File: config.mk
export PLATFORM = sky130hd
export DESIGN_NAME = servo_pose_interpolator_flat
export DESIGN_NICKNAME = d
export VERILOG_FILES = /design/src/rtl/core/spi_pkg.sv /design/src/rtl/core/spi_in_if.sv /design/src/rtl/core/spi_out_if.sv /design/src/rtl/core/spi_cfg_if.sv /design/src/rtl/core/spi_front.sv /design/src/rtl/core/spi_queue.sv /design/src/rtl/core/spi_back.sv /design/src/rtl/core/servo_pose_interpolator.sv /design/src/flat_wrapper.sv
export SDC_FILE = /design/constraint.sdc
export NUM_CORES = 2
export LEC_CHECK = 0
export BUFFER_PORTS_ARGS = -buffer_cell sky130_fd_sc_hd__buf_2
export CAP_MARGIN = 20
export CORE_ASPECT_RATIO = 0.7
export CORE_MARGIN = 4
export CORE_UTILIZATION = 60
export CTS_CLUSTER_DIAMETER = 80
export CTS_CLUSTER_SIZE = 20
export DETAILED_ROUTE_END_ITERATION = 6
export GPL_ROUTABILITY_DRIVEN = 0
export HOLD_SLACK_MARGIN = 0.05
export PLACE_DENSITY = 0.77
export SYNTH_ARGS = -nofsm -noshare
export SYNTH_HDL_FRONTEND = slang
export SYNTH_SLANG_ARGS = --single-unit
File: constraint.sdc
create_clock -name clk -period 19.4 [get_ports clk]
set_input_delay 3.88 -clock clk [delete_from_list [all_inputs] [get_ports clk]]
set_output_delay 3.88 -clock clk [all_outputs]
set_load 0.02 [all_outputs]
File: src/rtl/core/spi_pkg.sv
`timescale 1ns / 1ps
`default_nettype none
package spi_pkg;

  // Default number of servo channels
  localparam int CHANNELS_DEF = 12;

  // Blend duration after reset, in ms
  localparam logic [15:0] DUR_RESET = 16'd900;

  // Angle limit: 180 degrees in 1/256 degree
  localparam logic [15:0] ANGLE_MAX = 16'd46080;

  // Blend fraction is Q0.16, so 1.0 needs one more bit
  localparam int          T_FRAC_W = 16;
  localparam logic [16:0] T_ONE    = 17'h10000;

  // Depth of the queue between front and back
  localparam int QUEUE_DEPTH = 2;

  // Input item modes
  typedef enum logic [1:0] {
    MODE_LOAD_START = 2'd0,
    MODE_LOAD_END   = 2'd1,
    MODE_BEGIN      = 2'd2,
    MODE_TICK       = 2'd3
  } mode_t;

  // Work handed from front to back
  typedef enum logic [1:0] {
    OP_LOAD_START = 2'd0,
    OP_LOAD_END   = 2'd1,
    OP_TICK       = 2'd2
  } op_t;

  // How the back obtains the blend fraction of a tick
  typedef enum logic [1:0] {
    TS_ZERO = 2'd0,
    TS_ONE  = 2'd1,
    TS_DIV  = 2'd2
  } tsel_t;

  typedef struct packed {
    op_t                op;
    tsel_t              tsel;
    logic [3:0]         channel;
    logic signed [16:0] angle;
    logic [31:0]        elapsed;
    logic [31:0]        total;
    logic               still_active;
    logic               freeze;
  } job_t;

endpackage
`default_nettype wire

File: src/rtl/core/spi_in_if.sv
`timescale 1ns / 1ps
`default_nettype none
interface spi_in_if;
  logic               valid;
  logic               ready;
  logic [1:0]         mode;
  logic [3:0]         channel;
  logic signed [16:0] pose_angle;
  logic               hold_after;
  logic [31:0]        now_ms;

  modport source (output valid, mode, channel, pose_angle, hold_after, now_ms,
                  input ready);
  modport sink (input valid, mode, channel, pose_angle, hold_after, now_ms,
                output ready);
endinterface
`default_nettype wire

File: src/rtl/core/spi_out_if.sv
`timescale 1ns / 1ps
`default_nettype none
interface spi_out_if;
  logic        valid;
  logic        ready;
  logic [3:0]  out_channel;
  logic [15:0] angle;
  logic        last;
  logic        still_active;
  logic        freeze;

  modport source (output valid, out_channel, angle, last, still_active, freeze,
                  input ready);
  modport sink (input valid, out_channel, angle, last, still_active, freeze,
                output ready);
endinterface
`default_nettype wire

File: src/rtl/core/spi_cfg_if.sv
`timescale 1ns / 1ps
`default_nettype none
interface spi_cfg_if;
  logic        valid;
  logic        ready;
  logic [15:0] blend_duration_ms;

  modport source (output valid, blend_duration_ms, input ready);
  modport sink (input valid, blend_duration_ms, output ready);
endinterface
`default_nettype wire

File: src/rtl/core/spi_front.sv
`timescale 1ns / 1ps
`default_nettype none
module spi_front #(
  parameter int CHANNELS = spi_pkg::CHANNELS_DEF
) (
  input  wire logic       clk,
  input  wire logic       rst_n,
  spi_in_if.sink          in_ch,
  spi_cfg_if.sink         cfg_ch,
  output spi_pkg::job_t   push_job,
  output logic            push_valid,
  input  wire logic       q_full
);

  logic [15:0] dur_r;
  logic [31:0] start_time_r;
  logic [31:0] end_time_r;
  logic        active_r;
  logic        hold_r;
  logic        freeze_r;

  logic        accept;
  logic [31:0] total_raw;
  logic [31:0] total;
  logic [31:0] elapsed;
  logic        done;
  logic        in_range;

  assign in_ch.ready  = !q_full;
  assign cfg_ch.ready = 1'b1;
  assign accept       = in_ch.valid && in_ch.ready;

  // Classify the tick: finished, before start, or inside the blend
  assign total_raw = end_time_r - start_time_r;
  assign total     = ($signed(total_raw) <= 32'sd0) ? 32'd1 : total_raw;
  assign elapsed   = in_ch.now_ms - start_time_r;
  assign done      = $signed(elapsed) >= $signed(total);
  assign in_range  = 32'(in_ch.channel) < CHANNELS;

  // Build the job for the back
  always_comb begin
    push_job.op           = spi_pkg::OP_TICK;
    push_job.tsel         = spi_pkg::TS_DIV;
    push_job.channel      = in_ch.channel;
    push_job.angle        = in_ch.pose_angle;
    push_job.elapsed      = elapsed;
    push_job.total        = total;
    push_job.still_active = !done;
    push_job.freeze       = done ? hold_r : freeze_r;
    push_valid            = 1'b0;
    if (done) begin
      push_job.tsel = spi_pkg::TS_ONE;
    end else if (elapsed[31]) begin
      push_job.tsel = spi_pkg::TS_ZERO;
    end
    unique case (in_ch.mode)
      spi_pkg::MODE_LOAD_START: begin
        push_job.op = spi_pkg::OP_LOAD_START;
        push_valid  = accept && in_range;
      end
      spi_pkg::MODE_LOAD_END: begin
        push_job.op = spi_pkg::OP_LOAD_END;
        push_valid  = accept && in_range;
      end
      spi_pkg::MODE_BEGIN: begin
        push_valid = 1'b0;
      end
      spi_pkg::MODE_TICK: begin
        push_valid = accept && active_r;
      end
      default: begin
        push_valid = 1'b0;
      end
    endcase
  end

  // Hold the blend timing and flags
  always_ff @(posedge clk) begin
    if (!rst_n) begin
      dur_r        <= spi_pkg::DUR_RESET;
      start_time_r <= '0;
      end_time_r   <= '0;
      active_r     <= 1'b0;
      hold_r       <= 1'b0;
      freeze_r     <= 1'b0;
    end else begin
      if (cfg_ch.valid && cfg_ch.ready) begin
        dur_r <= cfg_ch.blend_duration_ms;
      end
      if (accept && in_ch.mode == spi_pkg::MODE_BEGIN) begin
        start_time_r <= in_ch.now_ms;
        end_time_r   <= in_ch.now_ms + {16'd0, dur_r};
        hold_r       <= in_ch.hold_after;
        active_r     <= 1'b1;
        freeze_r     <= 1'b1;
      end else if (accept && in_ch.mode == spi_pkg::MODE_TICK && active_r && done) begin
        active_r <= 1'b0;
        freeze_r <= hold_r;
      end
    end
  end

endmodule
`default_nettype wire

File: src/rtl/core/spi_queue.sv
`timescale 1ns / 1ps
`default_nettype none
module spi_queue (
  input  wire logic          clk,
  input  wire logic          rst_n,
  input  wire logic          push_valid,
  input  wire spi_pkg::job_t push_job,
  output logic               q_full,
  input  wire logic          pop,
  output logic               q_valid,
  output spi_pkg::job_t      q_job
);

  localparam int PTR_W = (spi_pkg::QUEUE_DEPTH > 1) ? $clog2(spi_pkg::QUEUE_DEPTH) : 1;
  localparam int CNT_W = $clog2(spi_pkg::QUEUE_DEPTH + 1);

  spi_pkg::job_t mem_r [spi_pkg::QUEUE_DEPTH];
  logic [PTR_W-1:0] wr_ptr_r;
  logic [PTR_W-1:0] rd_ptr_r;
  logic [CNT_W-1:0] count_r;
  logic             do_push;
  logic             do_pop;

  assign q_full  = count_r == CNT_W'(spi_pkg::QUEUE_DEPTH);
  assign q_valid = count_r != '0;
  assign q_job   = mem_r[rd_ptr_r];
  assign do_push = push_valid && !q_full;
  assign do_pop  = pop && q_valid;

  // Store the pushed item
  always_ff @(posedge clk) begin
    if (do_push) begin
      mem_r[wr_ptr_r] <= push_job;
    end
  end

  // Advance pointers and fill count
  always_ff @(posedge clk) begin
    if (!rst_n) begin
      wr_ptr_r <= '0;
      rd_ptr_r <= '0;
      count_r  <= '0;
    end else begin
      if (do_push) begin
        wr_ptr_r <= (wr_ptr_r == PTR_W'(spi_pkg::QUEUE_DEPTH - 1)) ? '0 : wr_ptr_r + 1'b1;
      end
      if (do_pop) begin
        rd_ptr_r <= (rd_ptr_r == PTR_W'(spi_pkg::QUEUE_DEPTH - 1)) ? '0 : rd_ptr_r + 1'b1;
      end
      if (do_push && !do_pop) begin
        count_r <= count_r + 1'b1;
      end else if (do_pop && !do_push) begin
        count_r <= count_r - 1'b1;
      end
    end
  end

endmodule
`default_nettype wire

File: src/rtl/core/spi_back.sv
`timescale 1ns / 1ps
`default_nettype none
module spi_back #(
  parameter int CHANNELS = spi_pkg::CHANNELS_DEF
) (
  input  wire logic          clk,
  input  wire logic          rst_n,
  input  wire logic          q_valid,
  input  wire spi_pkg::job_t q_job,
  output logic               pop,
  spi_out_if.source          out_ch
);

  localparam int CH_W  = (CHANNELS > 1) ? $clog2(CHANNELS) : 1;
  localparam int DIV_W = $clog2(spi_pkg::T_FRAC_W);

  typedef enum logic [2:0] {
    ST_IDLE = 3'b001,
    ST_DIV  = 3'b010,
    ST_RUN  = 3'b100
  } state_t;

  state_t             state_r;
  logic [DIV_W-1:0]   div_cnt_r;
  logic [31:0]        rem_r;
  logic [31:0]        total_r;
  logic [14:0]        quo_r;
  logic [16:0]        t_r;
  logic               act_r;
  logic               frz_r;
  logic [CH_W-1:0]    ch_cnt_r;

  logic signed [16:0] start_mem [CHANNELS];
  logic signed [16:0] end_mem [CHANNELS];

  // Pipeline: memory read, multiply, round and clamp
  logic               s1_v_r;
  logic signed [16:0] s1_a0_r;
  logic signed [16:0] s1_a1_r;
  logic [16:0]        s1_t_r;
  logic [CH_W-1:0]    s1_ch_r;
  logic               s1_last_r;
  logic               s1_act_r;
  logic               s1_frz_r;

  logic               s2_v_r;
  logic signed [34:0] s2_prod_r;
  logic signed [16:0] s2_a0_r;
  logic [CH_W-1:0]    s2_ch_r;
  logic               s2_last_r;
  logic               s2_act_r;
  logic               s2_frz_r;

  logic               out_v_r;
  logic [3:0]         out_ch_r;
  logic [15:0]        out_angle_r;
  logic               out_last_r;
  logic               out_act_r;
  logic               out_frz_r;

  logic               adv;
  logic               issue;
  logic               ch_last;
  logic [31:0]        rem2;
  logic               rem_ge;
  logic [CH_W-1:0]    widx;
  logic signed [17:0] diff;
  logic signed [17:0] t_s;
  logic signed [35:0] prod_full;
  logic signed [34:0] rnd;
  logic signed [18:0] q;
  logic signed [19:0] asum;
  logic [15:0]        angle_clamped;

  assign adv     = !out_v_r || out_ch.ready;
  assign pop     = (state_r == ST_IDLE) && q_valid;
  assign issue   = (state_r == ST_RUN) && adv;
  assign ch_last = ch_cnt_r == CH_W'(CHANNELS - 1);
  assign widx    = CH_W'(q_job.channel);

  // One restoring divide step per cycle
  assign rem2   = {rem_r[30:0], 1'b0};
  assign rem_ge = rem2 >= total_r;

  // Multiply and round arithmetic
  assign diff      = 18'(s1_a1_r) - 18'(s1_a0_r);
  assign t_s       = $signed({1'b0, s1_t_r});
  assign prod_full = diff * t_s;
  assign rnd       = s2_prod_r + 35'sd32768;
  assign q         = rnd[34:16];
  assign asum      = 20'(s2_a0_r) + 20'(q);

  always_comb begin
    if (asum[19]) begin
      angle_clamped = '0;
    end else if (asum > $signed({4'd0, spi_pkg::ANGLE_MAX})) begin
      angle_clamped = spi_pkg::ANGLE_MAX;
    end else begin
      angle_clamped = asum[15:0];
    end
  end

  // Sequence jobs: take from queue, divide, issue channels
  always_ff @(posedge clk) begin
    if (!rst_n) begin
      state_r   <= ST_IDLE;
      div_cnt_r <= '0;
      ch_cnt_r  <= '0;
    end else begin
      unique case (state_r)
        ST_IDLE: begin
          if (q_valid && q_job.op == spi_pkg::OP_TICK) begin
            ch_cnt_r  <= '0;
            div_cnt_r <= '0;
            state_r   <= (q_job.tsel == spi_pkg::TS_DIV) ? ST_DIV : ST_RUN;
          end
        end
        ST_DIV: begin
          div_cnt_r <= div_cnt_r + 1'b1;
          if (div_cnt_r == DIV_W'(spi_pkg::T_FRAC_W - 1)) begin
            state_r <= ST_RUN;
          end
        end
        ST_RUN: begin
          if (adv) begin
            ch_cnt_r <= ch_cnt_r + 1'b1;
            if (ch_last) begin
              state_r <= ST_IDLE;
            end
          end
        end
        default: begin
          state_r <= ST_IDLE;
        end
      endcase
    end
  end

  // Latch tick parameters and run the divider
  always_ff @(posedge clk) begin
    if (pop && q_job.op == spi_pkg::OP_TICK) begin
      act_r   <= q_job.still_active;
      frz_r   <= q_job.freeze;
      rem_r   <= q_job.elapsed;
      total_r <= q_job.total;
      quo_r   <= '0;
      case (q_job.tsel)
        spi_pkg::TS_ONE:  t_r <= spi_pkg::T_ONE;
        spi_pkg::TS_ZERO: t_r <= '0;
        default:          t_r <= '0;
      endcase
    end else if (state_r == ST_DIV) begin
      rem_r <= rem_ge ? rem2 - total_r : rem2;
      quo_r <= {quo_r[13:0], rem_ge};
      if (div_cnt_r == DIV_W'(spi_pkg::T_FRAC_W - 1)) begin
        t_r <= {1'b0, quo_r, rem_ge};
      end
    end
  end

  // Write pose stores on load jobs, read them on issue
  always_ff @(posedge clk) begin
    if (pop && q_job.op == spi_pkg::OP_LOAD_START) begin
      start_mem[widx] <= q_job.angle;
    end
    if (pop && q_job.op == spi_pkg::OP_LOAD_END) begin
      end_mem[widx] <= q_job.angle;
    end
    if (issue) begin
      s1_a0_r   <= start_mem[ch_cnt_r];
      s1_a1_r   <= end_mem[ch_cnt_r];
      s1_t_r    <= t_r;
      s1_ch_r   <= ch_cnt_r;
      s1_last_r <= ch_last;
      s1_act_r  <= act_r;
      s1_frz_r  <= frz_r;
    end
  end

  // Advance the pipeline payload when the output moves
  always_ff @(posedge clk) begin
    if (adv) begin
      s2_prod_r   <= prod_full[34:0];
      s2_a0_r     <= s1_a0_r;
      s2_ch_r     <= s1_ch_r;
      s2_last_r   <= s1_last_r;
      s2_act_r    <= s1_act_r;
      s2_frz_r    <= s1_frz_r;
      out_ch_r    <= 4'(s2_ch_r);
      out_angle_r <= angle_clamped;
      out_last_r  <= s2_last_r;
      out_act_r   <= s2_act_r;
      out_frz_r   <= s2_frz_r;
    end
  end

  // Pipeline valid bits
  always_ff @(posedge clk) begin
    if (!rst_n) begin
      s1_v_r  <= 1'b0;
      s2_v_r  <= 1'b0;
      out_v_r <= 1'b0;
    end else if (adv) begin
      s1_v_r  <= issue;
      s2_v_r  <= s1_v_r;
      out_v_r <= s2_v_r;
    end
  end

  assign out_ch.valid        = out_v_r;
  assign out_ch.out_channel  = out_ch_r;
  assign out_ch.angle        = out_angle_r;
  assign out_ch.last         = out_last_r;
  assign out_ch.still_active = out_act_r;
  assign out_ch.freeze       = out_frz_r;

endmodule
`default_nettype wire

File: src/rtl/core/servo_pose_interpolator.sv
`timescale 1ns / 1ps
`default_nettype none
// Channel  Dir  Payload                                         Transfer
// in_if    in   mode, channel, pose_angle, hold_after, now_ms   valid & ready
// out_if   out  out_channel, angle, last, still_active, freeze  valid & ready
// cfg_if   in   blend_duration_ms                               valid & ready
//
// Loads and begins are each taken in a single handshake; an item enters whenever the
// two-entry job queue has room. A tick inside the blend first runs the
// serial restoring divider, then issues one channel per cycle, while the output
// accepts, through a three-stage read/multiply/clamp pipeline. Reset is
// synchronous, active low, and clears control state only; pose stores are
// undefined until loaded. A stalled output freezes the whole pipeline; the
// queue then fills and in_if.ready drops.
module servo_pose_interpolator #(
  parameter int CHANNELS = spi_pkg::CHANNELS_DEF
) (
  input  wire logic clk,
  input  wire logic rst_n,
  spi_in_if.sink    in_if,
  spi_out_if.source out_if,
  spi_cfg_if.sink   cfg_if
);

  spi_pkg::job_t push_job;
  logic          push_valid;
  logic          q_full;
  logic          pop;
  logic          q_valid;
  spi_pkg::job_t q_job;

  spi_front #(
    .CHANNELS(CHANNELS)
  ) u_front (
    .clk        (clk),
    .rst_n      (rst_n),
    .in_ch      (in_if),
    .cfg_ch     (cfg_if),
    .push_job   (push_job),
    .push_valid (push_valid),
    .q_full     (q_full)
  );

  spi_queue u_queue (
    .clk        (clk),
    .rst_n      (rst_n),
    .push_valid (push_valid),
    .push_job   (push_job),
    .q_full     (q_full),
    .pop        (pop),
    .q_valid    (q_valid),
    .q_job      (q_job)
  );

  spi_back #(
    .CHANNELS(CHANNELS)
  ) u_back (
    .clk     (clk),
    .rst_n   (rst_n),
    .q_valid (q_valid),
    .q_job   (q_job),
    .pop     (pop),
    .out_ch  (out_if)
  );

endmodule
`default_nettype wire
File: src/flat_wrapper.sv
// flat-port wrapper written by rule: the top's interface ports become plain ports
module servo_pose_interpolator_flat 
#(
  parameter int CHANNELS = spi_pkg::CHANNELS_DEF
)
  (clk, rst_n, in_if_valid, in_if_mode, in_if_channel, in_if_pose_angle, in_if_hold_after, in_if_now_ms, in_if_ready, out_if_valid, out_if_out_channel, out_if_angle, out_if_last, out_if_still_active, out_if_freeze, out_if_ready, cfg_if_valid, cfg_if_blend_duration_ms, cfg_if_ready);
  spi_in_if in_if_i ();
  spi_out_if out_if_i ();
  spi_cfg_if cfg_if_i ();
  input  wire logic clk;
  input  wire logic rst_n;
  input wire logic [$bits(in_if_i.valid)-1:0] in_if_valid;
  input wire logic [$bits(in_if_i.mode)-1:0] in_if_mode;
  input wire logic [$bits(in_if_i.channel)-1:0] in_if_channel;
  input wire logic [$bits(in_if_i.pose_angle)-1:0] in_if_pose_angle;
  input wire logic [$bits(in_if_i.hold_after)-1:0] in_if_hold_after;
  input wire logic [$bits(in_if_i.now_ms)-1:0] in_if_now_ms;
  output wire logic [$bits(in_if_i.ready)-1:0] in_if_ready;
  output wire logic [$bits(out_if_i.valid)-1:0] out_if_valid;
  output wire logic [$bits(out_if_i.out_channel)-1:0] out_if_out_channel;
  output wire logic [$bits(out_if_i.angle)-1:0] out_if_angle;
  output wire logic [$bits(out_if_i.last)-1:0] out_if_last;
  output wire logic [$bits(out_if_i.still_active)-1:0] out_if_still_active;
  output wire logic [$bits(out_if_i.freeze)-1:0] out_if_freeze;
  input wire logic [$bits(out_if_i.ready)-1:0] out_if_ready;
  input wire logic [$bits(cfg_if_i.valid)-1:0] cfg_if_valid;
  input wire logic [$bits(cfg_if_i.blend_duration_ms)-1:0] cfg_if_blend_duration_ms;
  output wire logic [$bits(cfg_if_i.ready)-1:0] cfg_if_ready;
  assign in_if_i.valid = in_if_valid;
  assign in_if_i.mode = in_if_mode;
  assign in_if_i.channel = in_if_channel;
  assign in_if_i.pose_angle = in_if_pose_angle;
  assign in_if_i.hold_after = in_if_hold_after;
  assign in_if_i.now_ms = in_if_now_ms;
  assign in_if_ready = in_if_i.ready;
  assign out_if_valid = out_if_i.valid;
  assign out_if_out_channel = out_if_i.out_channel;
  assign out_if_angle = out_if_i.angle;
  assign out_if_last = out_if_i.last;
  assign out_if_still_active = out_if_i.still_active;
  assign out_if_freeze = out_if_i.freeze;
  assign out_if_i.ready = out_if_ready;
  assign cfg_if_i.valid = cfg_if_valid;
  assign cfg_if_i.blend_duration_ms = cfg_if_blend_duration_ms;
  assign cfg_if_ready = cfg_if_i.ready;
  servo_pose_interpolator #(.CHANNELS(CHANNELS)) u_core (.clk(clk), .rst_n(rst_n), .in_if(in_if_i), .out_if(out_if_i), .cfg_if(cfg_if_i));
endmodule
Yosys cells after proc, flatten, opt, wreduce, memory -nomap -nowiden
Memories as Yosys holds them, arrays and structs flattened. A register that Yosys moved wholly into a read port is not among the register bits.
Index checks and enable logic that the tools add are counted.
{"block": "word_totals", "ff_bits": 304, "ram_bits": 590, "inputBits": 77, "output_inout_bits": 26, "elab_cells": 155, "mem_count": 3}
{"memory": "u_core.u_back.end_mem", "depth": 12, "word_bits": 17, "read_ports": 1, "rd_clocked_by_memory_dff": 1, "write_ports": 1, "line_no": "spi_back.sv:34", "source": "logic signed [16:0] end_mem [CHANNELS];"}
{"memory": "u_core.u_back.start_mem", "depth": 12, "word_bits": 17, "read_ports": 1, "rd_clocked_by_memory_dff": 1, "write_ports": 1, "line_no": "spi_back.sv:33", "source": "logic signed [16:0] start_mem [CHANNELS];"}
{"memory": "u_core.u_queue.mem_r", "depth": 2, "word_bits": 91, "read_ports": 1, "rd_clocked_by_memory_dff": 1, "write_ports": 1, "line_no": "spi_queue.sv:17", "source": "spi_pkg::job_t mem_r [spi_pkg::QUEUE_DEPTH];"}
{"block": "classes", "add_sub_neg": 13, "n_mul": 1, "magnitude_cmp": 5, "n_eq_ne": 17, "n_mux": 40, "reduce_logical": 38}
{"op": "$mux W31", "count": 3}
{"op": "$mux W17", "count": 4}
{"op": "$ge A32 B32 Y1", "count": 2}
{"op": "$sub A32 B32 Y32", "count": 2}
{"op": "$add A35 B17 Y35 const B", "count": 1}
{"op": "$mul A18 B18 Y35", "count": 1}
{"op": "$add A32 B16 Y32", "count": 1}
{"op": "$le A32 B1 Y1 const B", "count": 1}
{"op": "$mux W32", "count": 1}
{"op": "$sub A31 B31 Y31", "count": 1}
{"op": "$add A17 B19 Y20", "count": 1}
{"op": "$gt A20 B17 Y1 const B", "count": 1}
{"op": "$sub A17 B17 Y18", "count": 1}
{"op": "$logic_and A1 B1 Y1", "count": 17}
{"op": "$mux W16", "count": 1}
{"op": "$pmux W4 S2", "count": 2}
{"op": "$mux W1", "count": 15}
{"op": "$mux W3", "count": 5}
{"op": "$reduce_bool A2 Y1", "count": 7}
{"op": "$eq A2 B2 Y1 const B", "count": 5}
{"op": "$pmux W3 S3", "count": 1}
{"op": "$add A4 B1 Y4 const B", "count": 2}
{"op": "$eq A4 B4 Y1 const B", "count": 2}
{"op": "$mux W2", "count": 4}
{"op": "20 further kinds", "count": 33}

Longest topological paths before layout
{"block": "logic_depth", "ltp_word": 10, "ltp_mapped": 36, "mapped_depth_nobuf": 36}

Cells and area by module
A second synthesis with hierarchy kept.
{"block": "hier_totals", "cells_unflattened": 4485, "area_unflattened_um2": 54173.2}
{"module": "spi_back", "instances": 1, "cells_each": 2981, "area_each_um2": 38485.7, "seq_area_each_um2": 19048.3}
{"module": "spi_front", "instances": 1, "cells_each": 1196, "area_each_um2": 8888.5, "seq_area_each_um2": 1661.6}
{"module": "spi_queue", "instances": 1, "cells_each": 308, "area_each_um2": 6799.0, "seq_area_each_um2": 5565.3}

Worst setup path after synthesis
No wires, ideal clock.
{"block": "synth_timing", "path_kind": "input-to-reg", "from": "in in_if_channel[3]", "to": "mem u_core.u_queue.mem_r[0][0] (netlist name) (enable)", "setup_ns": 0.551, "arrival_time_ns": 8.374, "required_ns": 18.849, "setup_slack_ns": 10.475, "path_stages": 4, "path_cell_list": "nand2_1 -> nor2_1 -> a211oi_1 -> nor2b_1"}
{"block": "synth_between", "elab_chain_cells": 6}
{"item": "from (decl)", "line_no": "flat_wrapper.sv:14", "source": "input wire logic [$bits(in_if_i.channel)-1:0] in_if_channel;"}
{"item": "$lt A4 B4 Y1", "line_no": "spi_front.sv:38", "source": "assign in_range = 32'(in_ch.channel) < CHANNELS;"}
{"item": "$logic_and A1 B1 Y1", "line_no": "spi_front.sv:59, spi_front.sv:63"}
{"item": "$pmux W1 S3", "line_no": "spi_front.sv:56", "source": "unique case (in_ch.mode)"}
{"item": "$logic_and A1 B1 Y1", "line_no": "spi_queue.sv:27", "source": "assign do_push = push_valid && !q_full;"}
{"item": "net u_core.u_queue.do_push", "line_no": "spi_queue.sv:21", "source": "logic do_push;"}
{"item": "$mux W1", "line_no": "spi_queue.sv:32", "source": "if (do_push) begin"}
{"item": "$mux W1 (implied by the code)", "line_no": "spi_queue.sv:33", "source": "mem_r[wr_ptr_r] <= push_job;"}
{"item": "to (decl)", "line_no": "spi_queue.sv:17"}
The timed path passes the listed nets, and every way through them passes these cells.

Worst setup path after layout
{"block": "layout_timing", "from": "reg u_core.u_back.s1_a0_r[0] (read register of u_core.u_back.start_mem)", "to": "reg u_core.u_back.s2_prod_r[34], data pin"}
{"block": "layout_between", "elab_chain_cells": 2}
{"item": "from (decl)", "line_no": "spi_back.sv:38", "source": "logic signed [16:0] s1_a0_r;"}
{"item": "$sub A17 B17 Y18", "line_no": "spi_back.sv:86", "source": "assign diff = 18'(s1_a1_r) - 18'(s1_a0_r);"}
{"item": "$mul A18 B18 Y35", "line_no": "spi_back.sv:88", "source": "assign prod_full = diff * t_s;"}
{"item": "net u_core.u_back.prod_full[34]", "line_no": "spi_back.sv:69", "source": "logic signed [35:0] prod_full;"}
{"item": "to (signal assigned)", "line_no": "spi_back.sv:183", "source": "s2_prod_r <= prod_full[34:0];"}
{"item": "to (decl)", "line_no": "spi_back.sv:47", "source": "logic signed [34:0] s2_prod_r;"}
The timed path passes the listed nets, and every way through them passes these cells.
A chain may end at the register's enable or synchronous reset.

==> impl_results.html <==
<table>
<tr><th>Metric</th><th>Value</th></tr>
<tr><th colspan="2">Outcome</th></tr>
<tr><td>Run status</td><td>completed</td></tr>
<tr><th colspan="2">Timing</th></tr>
<tr><td>FMAX</td><td>0.1017 GHz</td></tr>
<tr><td>Setup total negative slack</td><td>0 ns</td></tr>
<tr><td>Post-route fraction of the period consumed by the critical path</td><td>50.68%</td></tr>
<tr><td>Finish-stage setup viols</td><td>0</td></tr>
<tr><td>Unrepaired setup endpoints after global routing</td><td>no</td></tr>
<tr><td>Clock Skews</td><td>0.01963 ns</td></tr>
<tr><td>Time the final worst path needs with I/O delays and setup</td><td>9.831 ns</td></tr>
<tr><td>Least-Margin Pin Slew</td><td>1.147 ns</td></tr>
<tr><td>Final hold slack</td><td>0.4180 ns</td></tr>
<tr><td>Number of slew-limit violations in the final report</td><td>0</td></tr>
<tr><td>Total count of hold-check failures in the final report</td><td>0</td></tr>
<tr><td>Rel. slew slack</td><td>23.17%</td></tr>
<tr><th colspan="2">Synthesis</th></tr>
<tr><td>Flip-flop and latch count after synthesis</td><td>912</td></tr>
<tr><td>Cell count after synthesis</td><td>4504</td></tr>
<tr><td>Synthesized area per cell</td><td>12.04 sq um</td></tr>
<tr><td>Flip-flop cell with the highest count after synthesis</td><td>sky130_fd_sc_hd__edfxtp_1</td></tr>
<tr><td>Total of warnings raised by yosys</td><td>0</td></tr>
<tr><td>Synth top area cells</td><td>sky130_fd_sc_hd__edfxtp_1 44%, sky130_fd_sc_hd__fa_1 11%, sky130_fd_sc_hd__ha_1 6.1%</td></tr>
<tr><td>Fraction of the yosys area taken by sequential cells</td><td>48.36%</td></tr>
<tr><td>Synth cell types</td><td>100</td></tr>
<tr><td>Top-count cell post-synth</td><td>sky130_fd_sc_hd__edfxtp_1</td></tr>
<tr><td>Area leader, netlist</td><td>sky130_fd_sc_hd__edfxtp_1</td></tr>
<tr><td>Synth cell count leaders</td><td>795 x sky130_fd_sc_hd__edfxtp_1, 541 x sky130_fd_sc_hd__inv_1, 455 x sky130_fd_sc_hd__nand2_1, 303 x sky130_fd_sc_hd__fa_1, 266 x sky130_fd_sc_hd__ha_1</td></tr>
<tr><td>Number of synthesized flops with an enable pin</td><td>795</td></tr>
<tr><td>Post-synthesis async set-or-reset flop share</td><td>0%</td></tr>
<tr><td>Fraction of post-synthesis cell area in the top cell type by area</td><td>44.04%</td></tr>
<tr><td>Cell Area, Synth</td><td>0.05421 sq mm</td></tr>
<tr><th colspan="2">Clocking</th></tr>
<tr><td>Clock Path Buffers</td><td>3</td></tr>
<tr><td>Post-cts repair resize count</td><td>0</td></tr>
<tr><td>Buffers inserted during post-CTS setup optimization</td><td>0</td></tr>
<tr><td>Skew-Pair Late Insertion Delay</td><td>0.65 ns</td></tr>
<tr><td>Cts bufs inserted</td><td>53</td></tr>
<tr><td>TritonCTS clock tree</td><td>built</td></tr>
<tr><td>Register clock-pin slew on the reported worst setup and hold paths</td><td>0.09 ns</td></tr>
<tr><td>Total number of clock tree sinks</td><td>912</td></tr>
<tr><td>CTS Hold Bufs</td><td>0</td></tr>
<tr><td>Root buffer cell</td><td>sky130_fd_sc_hd__clkbuf_16</td></tr>
<tr><td>H-tree lvl count</td><td>2</td></tr>
<tr><th colspan="2">Floorplan</th></tr>
<tr><td>Die span in x</td><td>367.3 um</td></tr>
<tr><td>Full die area</td><td>0.09530 sq mm</td></tr>
<tr><td>Initial cell density of the core</td><td>61.04%</td></tr>
<tr><td>Row cnt</td><td>91</td></tr>
<tr><td>Core ar.</td><td>0.08881 sq mm</td></tr>
<tr><td>Die height</td><td>259.5 um</td></tr>
<tr><td>Number of top-level pins</td><td>103</td></tr>
<tr><th colspan="2">Power</th></tr>
<tr><td>Internal cell power</td><td>0.005489 W</td></tr>
<tr><td>Pwr Density</td><td>168.1 mW/mm^2</td></tr>
<tr><td>Net switching power</td><td>0.004196 W</td></tr>
<tr><td>Sw Share</td><td>43.33%</td></tr>
<tr><td>Part of the power in combinational logic</td><td>59.9%</td></tr>
<tr><td>Peak VDD IR</td><td>457.1 uV</td></tr>
<tr><td>Register share of total power</td><td>28.2%</td></tr>
<tr><td>Reported leakage power</td><td>22.51 nW</td></tr>
<tr><td>Clk pwr share</td><td>11.9%</td></tr>
<tr><th colspan="2">Critical path</th></tr>
<tr><td>Critical path capture point type</td><td>register</td></tr>
<tr><td>Data required time of the critical path</td><td>19.80 ns</td></tr>
<tr><td>Most used cell along the critical path</td><td>sky130_fd_sc_hd__fa_1</td></tr>
<tr><td>Largest incremental delay on the critical path</td><td>0.78 ns</td></tr>
<tr><td>Startpoint Class</td><td>register</td></tr>
<tr><td>Classification of the worst setup path</td><td>register to register</td></tr>
<tr><td>Slowest cell on the critical path</td><td>sky130_fd_sc_hd__nor3_4</td></tr>
<tr><td>Crit Path Max Fanout</td><td>17</td></tr>
<tr><td>Endpoint arrival time on the critical path</td><td>10.23 ns</td></tr>
<tr><th colspan="2">Finish</th></tr>
<tr><td>Count of nets after finishing</td><td>5202</td></tr>
<tr><td>Reg area</td><td>0.02623 sq mm</td></tr>
<tr><td>Share of post-route cells with drive strength above 1</td><td>9.898%</td></tr>
<tr><td>Number of fill cells in the layout</td><td>6492</td></tr>
<tr><td>Multi-input logic area</td><td>0.02537 sq mm</td></tr>
<tr><td>Area Growth Syn to Fin</td><td>6.282%</td></tr>
<tr><th colspan="2">Flow run</th></tr>
<tr><td>Number of max-cap violations</td><td>0</td></tr>
<tr><th colspan="2">GRT</th></tr>
<tr><td>Maximum number of pins on one net before global-route repair</td><td>103</td></tr>
<tr><td>Gr usage total</td><td>26.58%</td></tr>
<tr><td>Initial antenna violation count</td><td>1</td></tr>
<tr><td>Number of global-route vias before repair</td><td>34100</td></tr>
<tr><td>Congestion Overflow GR</td><td>0</td></tr>
<tr><td>Global-route wire length before repair</td><td>197300 um</td></tr>
<tr><th colspan="2">Drt</th></tr>
<tr><td>Number of antenna-violating nets in the routed design</td><td>0</td></tr>
<tr><td>Detailed-router iteration count before antenna repair</td><td>6</td></tr>
<tr><td>DR WL/cell</td><td>21.70 um</td></tr>
<tr><td>Total number of vias</td><td>34730</td></tr>
<tr><td>Drt initial violations</td><td>4034</td></tr>
<tr><td>Final WL</td><td>124800 um</td></tr>
<tr><td>Number of DRC violations after detailed routing</td><td>0</td></tr>
<tr><td>Via-per-instance ratio</td><td>6.040</td></tr>
<tr><th colspan="2">Place</th></tr>
<tr><td>Sum of net half-perimeters after detailed placement</td><td>90050 um</td></tr>
<tr><td>Count of buffers from port buffering</td><td>101</td></tr>
<tr><th colspan="2">Min path</th></tr>
<tr><td>Class of the tightest hold or removal check</td><td>register to register</td></tr>
</table>
-- metal layers --
layer | routed length, um | GRT usage, % | vias to the layer above
met2 | 52140 | 37.34 | 1712
met3 | 14940 | 5.781 | 139
met1 | 55480 | 42.80 | 17130
met5 | 0 | 0 | -
li1 | - | - | 15750
met4 | 2235 | 5.037 | 0
-- cell usage in the layout (no fill, tap or decap), types with 102 or more instances in the layout --
cell type                  count
sky130_fd_sc_hd__nor2b_1     103
sky130_fd_sc_hd__edfxtp_1    795
sky130_fd_sc_hd__and2_1      166
sky130_fd_sc_hd__nor2_1      174
sky130_fd_sc_hd__dfxtp_1     112
sky130_fd_sc_hd__inv_1       538
sky130_fd_sc_hd__nand2_1     454
sky130_fd_sc_hd__fa_1        303
sky130_fd_sc_hd__mux4_2      102
sky130_fd_sc_hd__ha_1        266
sky130_fd_sc_hd__o21ai_0     141
sky130_fd_sc_hd__a21oi_1     183
sky130_fd_sc_hd__xnor2_1     122
-- metrics by stage --
| stage | power (W) | area [sq um] | instances | utilization (%) | worst slack (ns) |
|---|---|---|---|---|---|
| 2_1_floorplan | 0.006988 | 54220 | 4506 | - | 10.48 |
| 3_3_place_gp | 0.008272 | 56020 | 5659 | 63.08 | 9.759 |
| 3_5_place_dp | 0.008470 | 56020 | 5659 | 63.08 | 9.561 |
| 4_1_cts | 0.009639 | 57570 | 5745 | 64.82 | 9.619 |
| 5_1_grt | 0.01050 | 57620 | 5750 | 64.88 | 9.059 |
| 6_report | 0.009685 | 57620 | 5750 | 64.88 | 9.569 |
-- worst max-delay path: cells and delay by family, from the launching register on --
kind	cells	cell delay, ns
buffers and inverters	4	0.20
AO/OA/AOI/OAI	13	3.05
flip-flops	1	0.44
XOR/XNOR	1	0.13
AND/OR/NAND/NOR	5	1.43
multiplexers	1	0.23
adder cells (fa/ha/maj)	9	4.08
-- area by class of cell --
cell class              count  area share [%]
flip-flops and latches    912           45.53
multi-input cells        2886           44.04
inverters                 542           3.533
well taps                1162           2.523
clock buffers              78           2.465
repair buffers            161           1.694
clock inverters             8          0.2172
diodes                      1        0.004343
-- worst paths after layout --
kind / from / end / slack (ns) / cells past startpoint
worst max register to register: u_core.u_back.s1_a0_r[0] / u_core.u_back.s2_prod_r[34] / 9.57 / 33
worst min-delay path: u_core.u_back.t_r[14] / u_core.u_back.s1_t_r[14] / 0.42 / 0
worst min register to register: u_core.u_back.t_r[14] / u_core.u_back.s1_t_r[14] / 0.42 / 0
worst max-delay path: u_core.u_back.s1_a0_r[0] / u_core.u_back.s2_prod_r[34] / 9.57 / 33
-- state kept, by name (all words and copies together), names as in the netlist, 2 cells and up, named ones only --
signal,cells
u_core.u_back.end_mem,204
u_core.u_back.start_mem,204
u_core.u_queue.mem_r,180
u_core.u_back.total_r,32
u_core.u_front.end_time_r,32
u_core.u_front.start_time_r,32
u_core.u_back.rem_r,31
u_core.u_back.s2_prod_r,20
u_core.u_back.s1_a0_r,17
u_core.u_back.s1_a1_r,17
u_core.u_back.s1_t_r,17
u_core.u_back.s2_a0_r,17
u_core.u_back.t_r,17
u_core.u_back.out_ch.angle,16
u_core.u_front.dur_r,16
u_core.u_back.quo_r,15
u_core.u_back.ch_cnt_r,4
u_core.u_back.div_cnt_r,4
u_core.u_back.out_ch.out_channel,4
u_core.u_back.s1_ch_r,4
u_core.u_back.s2_ch_r,4
u_core.u_back.state_r,3
u_core.u_queue.count_r,2
-- logic make-up after synthesis --
group,Yosys count,synth area share (%)
AND/OR/NAND/NOR,1176,10.58
XOR/XNOR,198,3.199
buffers and inverters,708,4.964
other,2,0.01385
adder cells (fa/ha/maj),569,17.33
multiplexers,259,7.281
flip-flops,912,48.36
AO/OA/AOI/OAI,680,8.276
-- power by group through the flow --
stage | Combinational, W | Sequential, W | Clock [W]
after floorplan | 0.00424 | 0.00275 | 0
after global placement | 0.00551 | 0.00277 | 0
after detailed placement | 0.00570 | 0.00277 | 0
after CTS | 0.00573 | 0.00273 | 0.00117
after global routing | 0.00649 | 0.00275 | 0.00126
final | 0.00580 | 0.00273 | 0.00115
(Power assumes the default switching activity.)
